<file path="config.mk">
export PLATFORM = sky130hd
export DESIGN_NAME = directive_name_scanner_top
export DESIGN_NICKNAME = d
export VERILOG_FILES = /design/src/dns_pkg.sv /design/src/dns_front.sv /design/src/dns_fifo.sv /design/src/dns_back.sv /design/src/directive_name_scanner_top.sv
export SDC_FILE = /design/constraint.sdc
export NUM_CORES = 1
export LEC_CHECK = 0
export BUFFER_PORTS_ARGS = -buffer_cell sky130_fd_sc_hd__buf_2
export CORE_UTILIZATION = 60
export CTS_CLUSTER_SIZE = 28
export DETAILED_ROUTE_END_ITERATION = 16
export GPL_ROUTABILITY_DRIVEN = 0
export PLACE_DENSITY = 0.8
export SKIP_LAST_GASP = 1
export SYNTH_ARGS = -nofsm -noshare
export SYNTH_HDL_FRONTEND = slang
export SYNTH_SLANG_ARGS = --single-unit
</file>
<file path="constraint.sdc">
create_clock -name i_clk -period 9.4 [get_ports i_clk]
set_input_delay 0.47 -clock i_clk [delete_from_list [all_inputs] [get_ports i_clk]]
set_output_delay 0.47 -clock i_clk [all_outputs]
set_load 0.05 [all_outputs]
</file>
<file path="src/dns_pkg.sv">
`timescale 1ns / 1ps
// ----------------------------------------------------------------------------
// dns_pkg
// Types, codes and character classification shared by the directive name
// scanner blocks.
// ----------------------------------------------------------------------------
package dns_pkg;

    localparam int TEXT_BYTES_MAX = 16777216;
    localparam int NAME_CHARS_MAX = 127;
    localparam int POS_W          = 24;
    localparam int LEN_W          = $clog2(NAME_CHARS_MAX + 2);
    localparam int QUEUE_DEPTH    = 4;
    localparam int QUEUE_AW       = $clog2(QUEUE_DEPTH);

    // keyword character index, one per character of #PRNAME
    localparam logic [2:0] KW_HASH = 3'd0;
    localparam logic [2:0] KW_P    = 3'd1;
    localparam logic [2:0] KW_R    = 3'd2;
    localparam logic [2:0] KW_N    = 3'd3;
    localparam logic [2:0] KW_A    = 3'd4;
    localparam logic [2:0] KW_M    = 3'd5;
    localparam logic [2:0] KW_E    = 3'd6;
    localparam logic [2:0] KW_NONE = 3'd7;
    localparam logic [2:0] KW_LEN  = 3'd7;

    typedef enum logic [2:0] {
        ST_OK      = 3'd0,
        ST_NO_ID   = 3'd1,
        ST_BAD_END = 3'd2,
        ST_DUP     = 3'd3,
        ST_LONG    = 3'd4,
        ST_MISSING = 3'd5
    } t_status;

    typedef enum logic [3:0] {
        PH_NORMAL      = 4'd0,
        PH_LINE        = 4'd1,
        PH_BLOCK       = 4'd2,
        PH_STRING      = 4'd3,
        PH_KEYWORD     = 4'd4,
        PH_GAP         = 4'd5,
        PH_NAME        = 4'd6,
        PH_TRAIL       = 4'd7,
        PH_TRAIL_SLASH = 4'd8
    } t_phase;

    typedef struct packed {
        logic [7:0] text_byte;
        logic       end_of_text;
    } t_in_item;

    typedef struct packed {
        logic [2:0]  scan_status;
        logic [23:0] name_offset;
        logic [6:0]  name_length;
    } t_out_item;

    // classified byte handed from front to back
    typedef struct packed {
        logic             last;
        logic [POS_W-1:0] pos;
        logic [2:0]       kw_idx;
        logic             is_lead;
        logic             is_word;
        logic             is_sptab;
        logic             is_cr;
        logic             is_nl;
        logic             is_slash;
        logic             is_star;
        logic             is_quote;
        logic             is_bslash;
    } t_cls;

    function automatic logic [2:0] kw_index(input logic [7:0] c);
        logic [2:0] idx;
        case (c)
            8'h23:   idx = KW_HASH;
            8'h50:   idx = KW_P;
            8'h52:   idx = KW_R;
            8'h4E:   idx = KW_N;
            8'h41:   idx = KW_A;
            8'h4D:   idx = KW_M;
            8'h45:   idx = KW_E;
            default: idx = KW_NONE;
        endcase
        return idx;
    endfunction

endpackage

</file>
<file path="src/dns_front.sv">
`timescale 1ns / 1ps
// ----------------------------------------------------------------------------
// dns_front
// Accepts text bytes, classifies each one and tags it with its byte offset.
// ----------------------------------------------------------------------------
module dns_front
    import dns_pkg::*;
(
    input  logic     i_clk,
    input  logic     i_rst_n,
    input  logic     i_valid,
    input  t_in_item i_data,
    input  logic     i_full,
    output logic     o_stall,
    output logic     o_push,
    output t_cls     o_cls
);

    localparam logic [POS_W-1:0] POS_LAST = POS_W'(TEXT_BYTES_MAX - 1);

    logic [POS_W-1:0] r_pos;
    logic [POS_W-1:0] n_pos;
    logic [7:0]       c;

    assign c       = i_data.text_byte;
    assign o_stall = i_full;
    assign o_push  = i_valid && !i_full;

    always_comb begin
        o_cls.last      = i_data.end_of_text;
        o_cls.pos       = r_pos;
        o_cls.kw_idx    = kw_index(c);
        o_cls.is_lead   = (c inside {[8'h41:8'h5A], [8'h61:8'h7A], 8'h5F});
        o_cls.is_word   = (c inside {[8'h41:8'h5A], [8'h61:8'h7A], 8'h5F, [8'h30:8'h39]});
        o_cls.is_sptab  = (c inside {8'h20, 8'h09});
        o_cls.is_cr     = (c == 8'h0D);
        o_cls.is_nl     = (c == 8'h0A);
        o_cls.is_slash  = (c == 8'h2F);
        o_cls.is_star   = (c == 8'h2A);
        o_cls.is_quote  = (c == 8'h22);
        o_cls.is_bslash = (c == 8'h5C);
    end

    // offset restarts after the last byte of a text, saturates on long text
    always_comb begin
        n_pos = r_pos;
        if (o_push) begin
            if (i_data.end_of_text) begin
                n_pos = '0;
            end else if (r_pos != POS_LAST) begin
                n_pos = r_pos + 1'b1;
            end
        end
    end

    always_ff @(posedge i_clk) begin
        if (!i_rst_n) begin
            r_pos <= '0;
        end else begin
            r_pos <= n_pos;
        end
    end

endmodule

</file>
<file path="src/dns_fifo.sv">
`timescale 1ns / 1ps
// ----------------------------------------------------------------------------
// dns_fifo
// Short queue of classified bytes between the front and the back.
// ----------------------------------------------------------------------------
module dns_fifo
    import dns_pkg::*;
(
    input  logic i_clk,
    input  logic i_rst_n,
    input  logic i_push,
    input  t_cls i_data,
    input  logic i_pop,
    output logic o_full,
    output logic o_valid,
    output t_cls o_data
);

    t_cls                r_mem [QUEUE_DEPTH];
    logic [QUEUE_AW-1:0] r_wr_ptr;
    logic [QUEUE_AW-1:0] r_rd_ptr;
    logic [QUEUE_AW:0]   r_count;
    logic [QUEUE_AW:0]   n_count;

    assign o_full  = (r_count == (QUEUE_AW+1)'(QUEUE_DEPTH));
    assign o_valid = (r_count != '0);
    assign o_data  = r_mem[r_rd_ptr];

    always_comb begin
        n_count = r_count;
        if (i_push && !i_pop) begin
            n_count = r_count + 1'b1;
        end else if (!i_push && i_pop) begin
            n_count = r_count - 1'b1;
        end
    end

    always_ff @(posedge i_clk) begin
        if (i_push) begin
            r_mem[r_wr_ptr] <= i_data;
        end
    end

    always_ff @(posedge i_clk) begin
        if (!i_rst_n) begin
            r_wr_ptr <= '0;
            r_rd_ptr <= '0;
            r_count  <= '0;
        end else begin
            if (i_push) begin
                r_wr_ptr <= r_wr_ptr + 1'b1;
            end
            if (i_pop) begin
                r_rd_ptr <= r_rd_ptr + 1'b1;
            end
            r_count <= n_count;
        end
    end

endmodule

</file>
<file path="src/dns_back.sv">
`timescale 1ns / 1ps
// ----------------------------------------------------------------------------
// dns_back
// Scanner state machine: comments, strings, directive keyword and name,
// with a result register toward the output channel.
// ----------------------------------------------------------------------------
module dns_back
    import dns_pkg::*;
(
    input  logic      i_clk,
    input  logic      i_rst_n,
    input  logic      i_valid,
    input  t_cls      i_cls,
    output logic      o_pop,
    output logic      o_out_valid,
    output t_out_item o_out_data,
    input  logic      i_out_stall
);

    localparam logic [LEN_W-1:0] LEN_MAX = LEN_W'(NAME_CHARS_MAX);

    t_phase           r_phase,     n_phase;
    logic             r_als,       n_als;
    logic             r_esc,       n_esc;
    logic             r_slash_p,   n_slash_p;
    logic             r_star_p,    n_star_p;
    logic [2:0]       r_kw_pos,    n_kw_pos;
    logic             r_name_seen, n_name_seen;
    logic [POS_W-1:0] r_off,       n_off;
    logic [LEN_W-1:0] r_len,       n_len;
    logic             r_err_seen,  n_err_seen;
    logic             r_out_valid;
    t_out_item        r_out;

    t_status          e;
    logic             emit;
    logic             do_plain;
    logic             do_gap;
    logic             do_trail;
    t_out_item        res;

    // check done when a name line closes
    function automatic t_status name_check(input logic seen, input logic [LEN_W-1:0] len);
        t_status s;
        if (seen) begin
            s = ST_DUP;
        end else if (len > LEN_MAX) begin
            s = ST_LONG;
        end else begin
            s = ST_OK;
        end
        return s;
    endfunction

    assign o_pop       = i_valid && (!r_out_valid || !i_out_stall);
    assign o_out_valid = r_out_valid;
    assign o_out_data  = r_out;

    always_comb begin
        n_phase     = r_phase;
        n_als       = r_als;
        n_esc       = r_esc;
        n_slash_p   = r_slash_p;
        n_star_p    = r_star_p;
        n_kw_pos    = r_kw_pos;
        n_name_seen = r_name_seen;
        n_off       = r_off;
        n_len       = r_len;
        n_err_seen  = r_err_seen;
        e           = ST_OK;
        emit        = 1'b0;
        do_plain    = 1'b0;
        do_gap      = 1'b0;
        do_trail    = 1'b0;

        if (o_pop && !r_err_seen) begin
            case (r_phase)
                PH_LINE: begin
                    if (i_cls.is_nl) begin
                        n_phase = PH_NORMAL;
                        n_als   = 1'b1;
                    end
                end
                PH_BLOCK: begin
                    if (r_star_p && i_cls.is_slash) begin
                        n_star_p = 1'b0;
                        n_phase  = PH_NORMAL;
                    end else begin
                        n_star_p = i_cls.is_star;
                        if (i_cls.is_nl) begin
                            n_als = 1'b1;
                        end
                    end
                end
                PH_STRING: begin
                    if (r_esc) begin
                        n_esc = 1'b0;
                    end else if (i_cls.is_bslash) begin
                        n_esc = 1'b1;
                    end else if (i_cls.is_quote) begin
                        n_phase = PH_NORMAL;
                    end else if (i_cls.is_nl) begin
                        n_als = 1'b1;
                    end
                end
                PH_KEYWORD: begin
                    if (r_kw_pos < KW_LEN) begin
                        if (i_cls.kw_idx == r_kw_pos) begin
                            n_kw_pos = r_kw_pos + 1'b1;
                        end else begin
                            do_plain = 1'b1;
                        end
                    end else if (!i_cls.is_word) begin
                        n_phase  = PH_GAP;
                        n_kw_pos = '0;
                        do_gap   = 1'b1;
                    end else begin
                        do_plain = 1'b1;
                    end
                    if (do_plain) begin
                        n_kw_pos = '0;
                        n_als    = 1'b0;
                    end
                end
                PH_GAP: begin
                    do_gap = 1'b1;
                end
                PH_NAME: begin
                    if (i_cls.is_word) begin
                        if (r_len <= LEN_MAX) begin
                            n_len = r_len + 1'b1;
                        end
                    end else begin
                        n_phase  = PH_TRAIL;
                        do_trail = 1'b1;
                    end
                end
                PH_TRAIL: begin
                    do_trail = 1'b1;
                end
                PH_TRAIL_SLASH: begin
                    if (!i_cls.is_slash && !i_cls.is_star) begin
                        e = ST_BAD_END;
                    end else begin
                        e = name_check(r_name_seen, r_len);
                        if (e == ST_OK) begin
                            n_name_seen = 1'b1;
                            n_als       = 1'b0;
                            n_phase     = i_cls.is_slash ? PH_LINE : PH_BLOCK;
                            n_star_p    = 1'b0;
                        end
                    end
                end
                default: begin
                    do_plain = 1'b1;
                    if (r_slash_p) begin
                        n_slash_p = 1'b0;
                        if (i_cls.is_slash) begin
                            n_phase  = PH_LINE;
                            do_plain = 1'b0;
                        end else if (i_cls.is_star) begin
                            n_phase  = PH_BLOCK;
                            n_star_p = 1'b0;
                            do_plain = 1'b0;
                        end else begin
                            n_als = 1'b0;
                        end
                    end
                end
            endcase

            if (do_plain) begin
                n_phase = PH_NORMAL;
                if (i_cls.is_slash) begin
                    n_slash_p = 1'b1;
                end else if (i_cls.is_quote) begin
                    n_phase = PH_STRING;
                    n_esc   = 1'b0;
                    n_als   = 1'b0;
                end else if (i_cls.is_nl) begin
                    n_als = 1'b1;
                end else if (i_cls.is_sptab || i_cls.is_cr) begin
                    n_als = n_als;
                end else if (n_als && i_cls.kw_idx == KW_HASH) begin
                    n_phase  = PH_KEYWORD;
                    n_kw_pos = 3'd1;
                    n_als    = 1'b0;
                end else begin
                    n_als = 1'b0;
                end
            end

            if (do_gap) begin
                if (i_cls.is_sptab) begin
                    e = ST_OK;
                end else if (!i_cls.is_lead) begin
                    e = ST_NO_ID;
                end else begin
                    n_off   = i_cls.pos;
                    n_len   = LEN_W'(1);
                    n_phase = PH_NAME;
                end
            end

            if (do_trail) begin
                if (i_cls.is_sptab || i_cls.is_cr) begin
                    e = ST_OK;
                end else if (i_cls.is_slash) begin
                    n_phase = PH_TRAIL_SLASH;
                end else if (!i_cls.is_nl) begin
                    e = ST_BAD_END;
                end else begin
                    e = name_check(r_name_seen, r_len);
                    if (e == ST_OK) begin
                        n_name_seen = 1'b1;
                        n_phase     = PH_NORMAL;
                        n_als       = 1'b1;
                    end
                end
            end

            if (e != ST_OK) begin
                emit = 1'b1;
            end else if (i_cls.last) begin
                emit = 1'b1;
                // text closes: settle whatever directive is still open
                if (n_phase == PH_KEYWORD && n_kw_pos == KW_LEN) begin
                    e = ST_NO_ID;
                end else if (n_phase == PH_GAP) begin
                    e = ST_NO_ID;
                end else if (n_phase == PH_NAME || n_phase == PH_TRAIL) begin
                    e = name_check(n_name_seen, n_len);
                    if (e == ST_OK) begin
                        n_name_seen = 1'b1;
                    end
                end else if (n_phase == PH_TRAIL_SLASH) begin
                    e = ST_BAD_END;
                end
                if (e == ST_OK && !n_name_seen) begin
                    e = ST_MISSING;
                end
            end
            n_err_seen = (e != ST_OK);
        end

        // result fields taken before the end-of-text clear below
        res.scan_status = e;
        res.name_offset = (e == ST_OK) ? n_off : '0;
        res.name_length = (e == ST_OK) ? n_len[6:0] : '0;

        // every text starts from a clean state
        if (o_pop && i_cls.last) begin
            n_phase     = PH_NORMAL;
            n_als       = 1'b1;
            n_esc       = 1'b0;
            n_slash_p   = 1'b0;
            n_star_p    = 1'b0;
            n_kw_pos    = '0;
            n_name_seen = 1'b0;
            n_off       = '0;
            n_len       = '0;
            n_err_seen  = 1'b0;
        end
    end

    always_ff @(posedge i_clk) begin
        if (!i_rst_n) begin
            r_phase     <= PH_NORMAL;
            r_als       <= 1'b1;
            r_esc       <= 1'b0;
            r_slash_p   <= 1'b0;
            r_star_p    <= 1'b0;
            r_kw_pos    <= '0;
            r_name_seen <= 1'b0;
            r_off       <= '0;
            r_len       <= '0;
            r_err_seen  <= 1'b0;
            r_out_valid <= 1'b0;
        end else begin
            r_phase     <= n_phase;
            r_als       <= n_als;
            r_esc       <= n_esc;
            r_slash_p   <= n_slash_p;
            r_star_p    <= n_star_p;
            r_kw_pos    <= n_kw_pos;
            r_name_seen <= n_name_seen;
            r_off       <= n_off;
            r_len       <= n_len;
            r_err_seen  <= n_err_seen;
            if (emit) begin
                r_out_valid <= 1'b1;
            end else if (!i_out_stall) begin
                r_out_valid <= 1'b0;
            end
        end
    end

    always_ff @(posedge i_clk) begin
        if (emit) begin
            r_out <= res;
        end
    end

endmodule

</file>
<file path="src/directive_name_scanner_top.sv">
`timescale 1ns / 1ps
// ----------------------------------------------------------------------------
// directive_name_scanner_top
// Scans source text for a #PRNAME directive and reports the name's offset
// and length, or the first error found.
// ----------------------------------------------------------------------------
//  channel | direction | handshake                  | payload
//  input   | in        | i_in_valid / o_in_stall    | i_in_data  (t_in_item)
//  output  | out       | o_out_valid / i_out_stall  | o_out_data (t_out_item)
//
//  one byte per cycle sustained while the output is not stalled; the front
//  classifies each accepted byte into a 4-entry queue, and the back takes it
//  from the queue and updates its state into the result register
//  the queue lets the front keep taking bytes while a result waits
//  synchronous active-low reset clears scanner state, offset and queue
// ----------------------------------------------------------------------------
module directive_name_scanner_top
    import dns_pkg::*;
(
    input  logic      i_clk,
    input  logic      i_rst_n,
    input  logic      i_in_valid,
    output logic      o_in_stall,
    input  t_in_item  i_in_data,
    output logic      o_out_valid,
    input  logic      i_out_stall,
    output t_out_item o_out_data
);

    logic push;
    logic pop;
    logic full;
    logic q_valid;
    t_cls front_cls;
    t_cls q_cls;

    dns_front u_front (
        .i_clk   (i_clk),
        .i_rst_n (i_rst_n),
        .i_valid (i_in_valid),
        .i_data  (i_in_data),
        .i_full  (full),
        .o_stall (o_in_stall),
        .o_push  (push),
        .o_cls   (front_cls)
    );

    dns_fifo u_fifo (
        .i_clk   (i_clk),
        .i_rst_n (i_rst_n),
        .i_push  (push),
        .i_data  (front_cls),
        .i_pop   (pop),
        .o_full  (full),
        .o_valid (q_valid),
        .o_data  (q_cls)
    );

    dns_back u_back (
        .i_clk       (i_clk),
        .i_rst_n     (i_rst_n),
        .i_valid     (q_valid),
        .i_cls       (q_cls),
        .o_pop       (pop),
        .o_out_valid (o_out_valid),
        .o_out_data  (o_out_data),
        .i_out_stall (i_out_stall)
    );

endmodule
</file>
---- Yosys cells after proc, flatten, opt, wreduce, memory -nomap -nowiden ----
Memory sizes are Yosys's and may differ from the RTL's. A register that Yosys moved wholly into a read port is not among the register bits.
Index checks and enable logic that the tools add are counted.
operators by class
  $add $sub $neg .......................... 7
  $lt $le $gt $ge ......................... 10
  equal/unequal tests ..................... 37
  multiplexer cells ....................... 181
  bitwise gates (word level) .............. 2
  reduce and logical (&&, ||, !) cells .... 50
operator list
  kind                   count
  $mux 3                 55
  $mux 24                6
  $mux 4                 27
  $mux 1                 75
  $eq 8x7->1 const B     8
  $mux 8                 7
  $eq 8x6->1 const B     5
  $eq 4x3->1 const B     8
  $pmux 4 s7             1
  $add 24x1->24 const B  1
  $eq 8x4->1 const B     3
  $le 8x7->1 const B     3
  $ne 24x24->1 const B   1
  $pmux 3 s7             1
  $logic_not 3->1        6
  $reduce_bool 3->1      6
  $ge 8x7->1 const B     2
  $gt 8x7->1 const B     2
  $logic_and 1x1->1      14
  $logic_not 1->1        9
  $add 8x1->8 const B    1
  $eq 4x2->1 const B     2
  $eq 4x4->1 const B     2
  $ge 8x6->1 const B     1
  other kinds (27)       41
word-level totals
  bits in registers ....................... 111
  memory bits (writable) .................. 148
  output and inout port bits .............. 36
  memories ................................ 1
memories
  name          depth  bits a word  rd ports  clocked after Yosys merged registers in  wr ports  line            text
  u_fifo.r_mem  4      37           1         1                                        1         dns_fifo.sv:19  t_cls r_mem [QUEUE_DEPTH];

---- Logic depth before layout (Yosys ltp) ----
  depth after elaboration ................. 51
  gate-level depth with buffers ........... 12
  gate-level depth less buffers ........... 10

---- Modules after synthesis ----
A second synthesis with hierarchy kept.
unflattened totals
  cells, all modules ...................... 959
  area total of the unflattened synthesis .. 11,976.5 µm²
by module, submodules not included
  module     instances  cells an instance  area an instance (µm²)  seq. area each (µm²)
  dns_fifo   1          236                5,841.9                 4,624.4
  dns_back   1          461                4,226.6                 1,941.9
  dns_front  1          262                1,908.1                 480.5

---- Worst setup path after synthesis ----
OpenSTA, ideal clock, no wires.
  path kind ............................... reg-to-reg
  start ................................... reg with a tool-made name
  end ..................................... reg u_back.r_out, in the netlist u_back.o_out_data[0], enable pin
  arrival time ............................ 3,871 ps
  required time ........................... 8,952 ps
  slack ................................... 5,081 ps
  cell stages (with the launch flop) ...... 8
  path buffers ............................ 2
  clock period less this slack ............ 4,319 ps
  cell sequence ........................... dfxtp_1 > buf_6 > buf_2 > mux4_2 > nor2_1 > nand2_1 > a221o_1 > a31oi_1
RTL lines
  item                    line             text
  end signal: assignment  dns_back.sv:300  r_out <= res;
  end: declaration        dns_back.sv:33   t_out_item r_out;

==> flow_summary.ini <==
[yosys]
ys.warnings.count = 0
synth_xor_area_frac = 0.0283
syn_inst = 828
synth_top_family_by_area = simple AND/OR/NAND/NOR gates
ys_async_sr_fraction = 0
synth-simple-area-share = 0.134
syn_nets = 850
synth_area_per_cell_um2 = 13.4
synth_cell_type_count = 66
synth_fa_ha_area_frac = 0.0108
synth-seq-cells = 261
synth_edf_count = 182
synth_area_mm2 = 0.0111
synth_compound_area_frac = 0.0633
muxShareOfSynthArea = 0.105
yosysSeqAreaShare = 0.636
synth_ff_type = edfxtp_1

[finish]
drive_above_1_share = 0.170
n_antenna_cell = 0
fin_nets = 891
area_growth_pct = 11.2
fill_cells = 1249
fin_cells = 1118

[clock_tree]
clk_pin_slew_ns = 0.06
clockBufferDepth = 3
numClockSinks = 261
clk-insertion-delay-late_ns = 0.53
cts_root_buf = clkbuf_16
cts_made_buffers = 26
cts_tree = done
cts-resized-gates = 0
htreeDepth = 1
cts_hold_buf = 0
cts_setup_buffers = 0

[setup_path]
r2r_setup_slack_ns = 5.16
rr_endpoint = u_back.o_out_data[1]
slowest_delay_ns = 0.69
crit_family = compound AO/OA/AOI/OAI gates
cp_slowest_cell = mux4_2
cp-end-kind = flip-flop
crit_type = flip-flop to flip-flop
critPathArrivalTime_ns = 4.60
cp_max_fo = 39
rr_worst_depth = 10
cp_data_required_time_ns = 9.76
cp.buffers_inverters = 1
crit_chain = buf_4, mux4_2, o21ai_0, and3_1, nor4b_1, a211oi_1, o211ai_1, a31o_2, a211o_4, nor3_1
start_kind = flip-flop

[global_route]
grt_pass1_wl_um = 34300
antenna_found_initial = 0
first_global_vias = 6621
grt_max_degree = 42
grt.total_usage = 0.238
grt_overflow = 0

[placed_design]
io_buffers = 48
pre_cts_ws_ns = 5.13
hpwl_um = 13200
dp_cells = 1070

[route]
dr.pass1.iters = 5
ant_nets = 0
drc = 0
postRouteWirelength_um = 21700
vias_per_cell = 6.08
wl_per_cell_um = 19.4
drt-initial-drc-count = 745
num_vias = 6801

[hold_path]
hp-start = i_in_data[0]
holdPathStages = 1
hold_path.class = input pin to flip-flop
holdPathEnd = u_fifo.r_mem[0][36]

[power]
power.leakage_nw = 4.25
ir_worst_vdd_mv = 0.244
power_density_mw_per_mm2 = 293

[floorplan]
rows = 49
dieArea_mm2 = 0.0190
die_x_um = 138
ioPinCount = 49
die_h_um = 138
floorplan.initialDensity = 0.614
coreArea_mm2 = 0.0180

[sta]
max_freq_mhz = 236
slew_viol_final = 0
skew_ns = 0.0180
slew-limit-headroom = 0.111
fin_crit_ns = 4.24
grt_setup_unrepaired = false
finalWorstSetupSlack_ns = 5.16
finalSetupViolations = 0
tightest_slew_ns = 1.32
period_share = 0.451
final_hold_viol_count = 0
final.setup.tns_ns = 0

[status]
status = finished, final reports clean

[flow_run]
drv_cap = 0
-- sequential cells by signal (all words and copies together), names as in the netlist, named ones only --
signal / cells
u_back.r_kw_pos: 3
u_back.o_out_data: 34
u_back.r_esc: 1
u_back.r_als: 1
u_fifo.r_mem: 148
u_front.r_pos: 24
u_back.r_slash_p: 1
u_back.o_out_valid: 1
u_fifo.r_count: 3
u_fifo.r_rd_ptr: 2
u_back.r_len: 8
u_back.r_star_p: 1
u_back.r_phase: 4
u_back.r_err_seen: 1
u_fifo.r_wr_ptr: 2
u_back.r_name_seen: 1
u_back.r_off: 24
-- cell type report --
| class | count | area [um2] | share of cell area |
|---|---|---|---|
| clock inverters | 12 | 149 | 0.0121 |
| flip-flops and latches | 261 | 7050 | 0.573 |
| inverters | 16 | 60.1 | 0.00488 |
| repair buffers | 52 | 270 | 0.0220 |
| well taps | 229 | 287 | 0.0233 |
| multi-input cells | 512 | 3810 | 0.309 |
| clock buffers | 36 | 688 | 0.0559 |
-- cell families after synthesis --
kind of cell,count (synthesis)
xor gates and xnor gates,34
muxes,70
DFF,261
AOI/OAI and AO/OA,104
buffers and inverters,55
adders and majority gates,9
and+or+nand+nor,295
-- power breakdown --
group          switching (W)  internal, W
combinational       0.000737     0.000370
sequential          0.000101      0.00139
clock               0.000414     0.000596
total                0.00125      0.00235
-- placed cells by master, fill, tap and decap left out, types with 21 or more instances in the layout --
cell type / count
edfxtp_1: 182
nor2_1: 106
dfxtp_1: 77
nand2_1: 51
buf_2: 48
mux4_2: 37
mux2i_1: 33
clkbuf_16: 26
a21oi_1: 23
nand3_1: 21
o21ai_0: 21
-- worst max path at each step --
stage / depth (start not counted) / to / start / slack [ns]
floorplan: 7 / u_back.o_out_data[0] / flip-flop / 5.08
global placement: 10 / u_back.o_out_data[1] / flip-flop / 5.28
detailed placement: 10 / u_back.o_out_data[1] / flip-flop / 5.13
CTS: 10 / u_back.o_out_data[1] / flip-flop / 5.13
global route: 10 / u_back.o_out_data[1] / flip-flop / 4.72
finish: 10 / u_back.o_out_data[1] / flip-flop / 5.16
-- synthesized netlist by cell type, types with 6 or more instances --
library cell	count	area share
a211oi_1	7	0.0047
a21oi_1	23	0.010
a31oi_1	6	0.0034
and2_1	15	0.0085
and3_1	10	0.0057
buf_1	7	0.0024
clkbuf_1	25	0.0085
dfxtp_1	79	0.14
edfxtp_1	182	0.49
ha_1	8	0.0090
inv_1	16	0.0054
mux2i_1	33	0.030
mux4_2	37	0.075
nand2_1	51	0.017
nand2b_1	7	0.0040
nand3_1	21	0.0095
nand4_1	15	0.0085
nor2_1	106	0.036
nor2b_1	6	0.0034
nor3_1	16	0.0072
nor4_1	7	0.0040
o21ai_0	21	0.0095
or3_1	7	0.0040
xnor2_1	15	0.012
xor2_1	17	0.013
-- per-layer routing --
metal / routed length [um] / GRT usage / vias to the layer above / part of all wire
met5: 0 / 0 / - / 0
met2: 10600 / 0.390 / 274 / 0.49
met1: 9130 / 0.329 / 3291 / 0.42
met3: 1580 / 0.0350 / 39 / 0.073
li1: - / - / 3197 / -
met4: 382 / 0.0767 / 0 / 0.018
-- through the flow --
step                      utilization  hold WS, ns  power, W  cell area (um2)
after CTS                       0.683        0.248   0.00361            12300
after global placement          0.636        0.469   0.00258            11500
after detailed placement        0.636        0.483   0.00260            11500
final                           0.683        0.267   0.00361            12300
after global routing            0.683        0.246   0.00377            12300
after floorplan                     -        0.456   0.00237            11100
No activity file was read; power rests on OpenSTA's default activity.
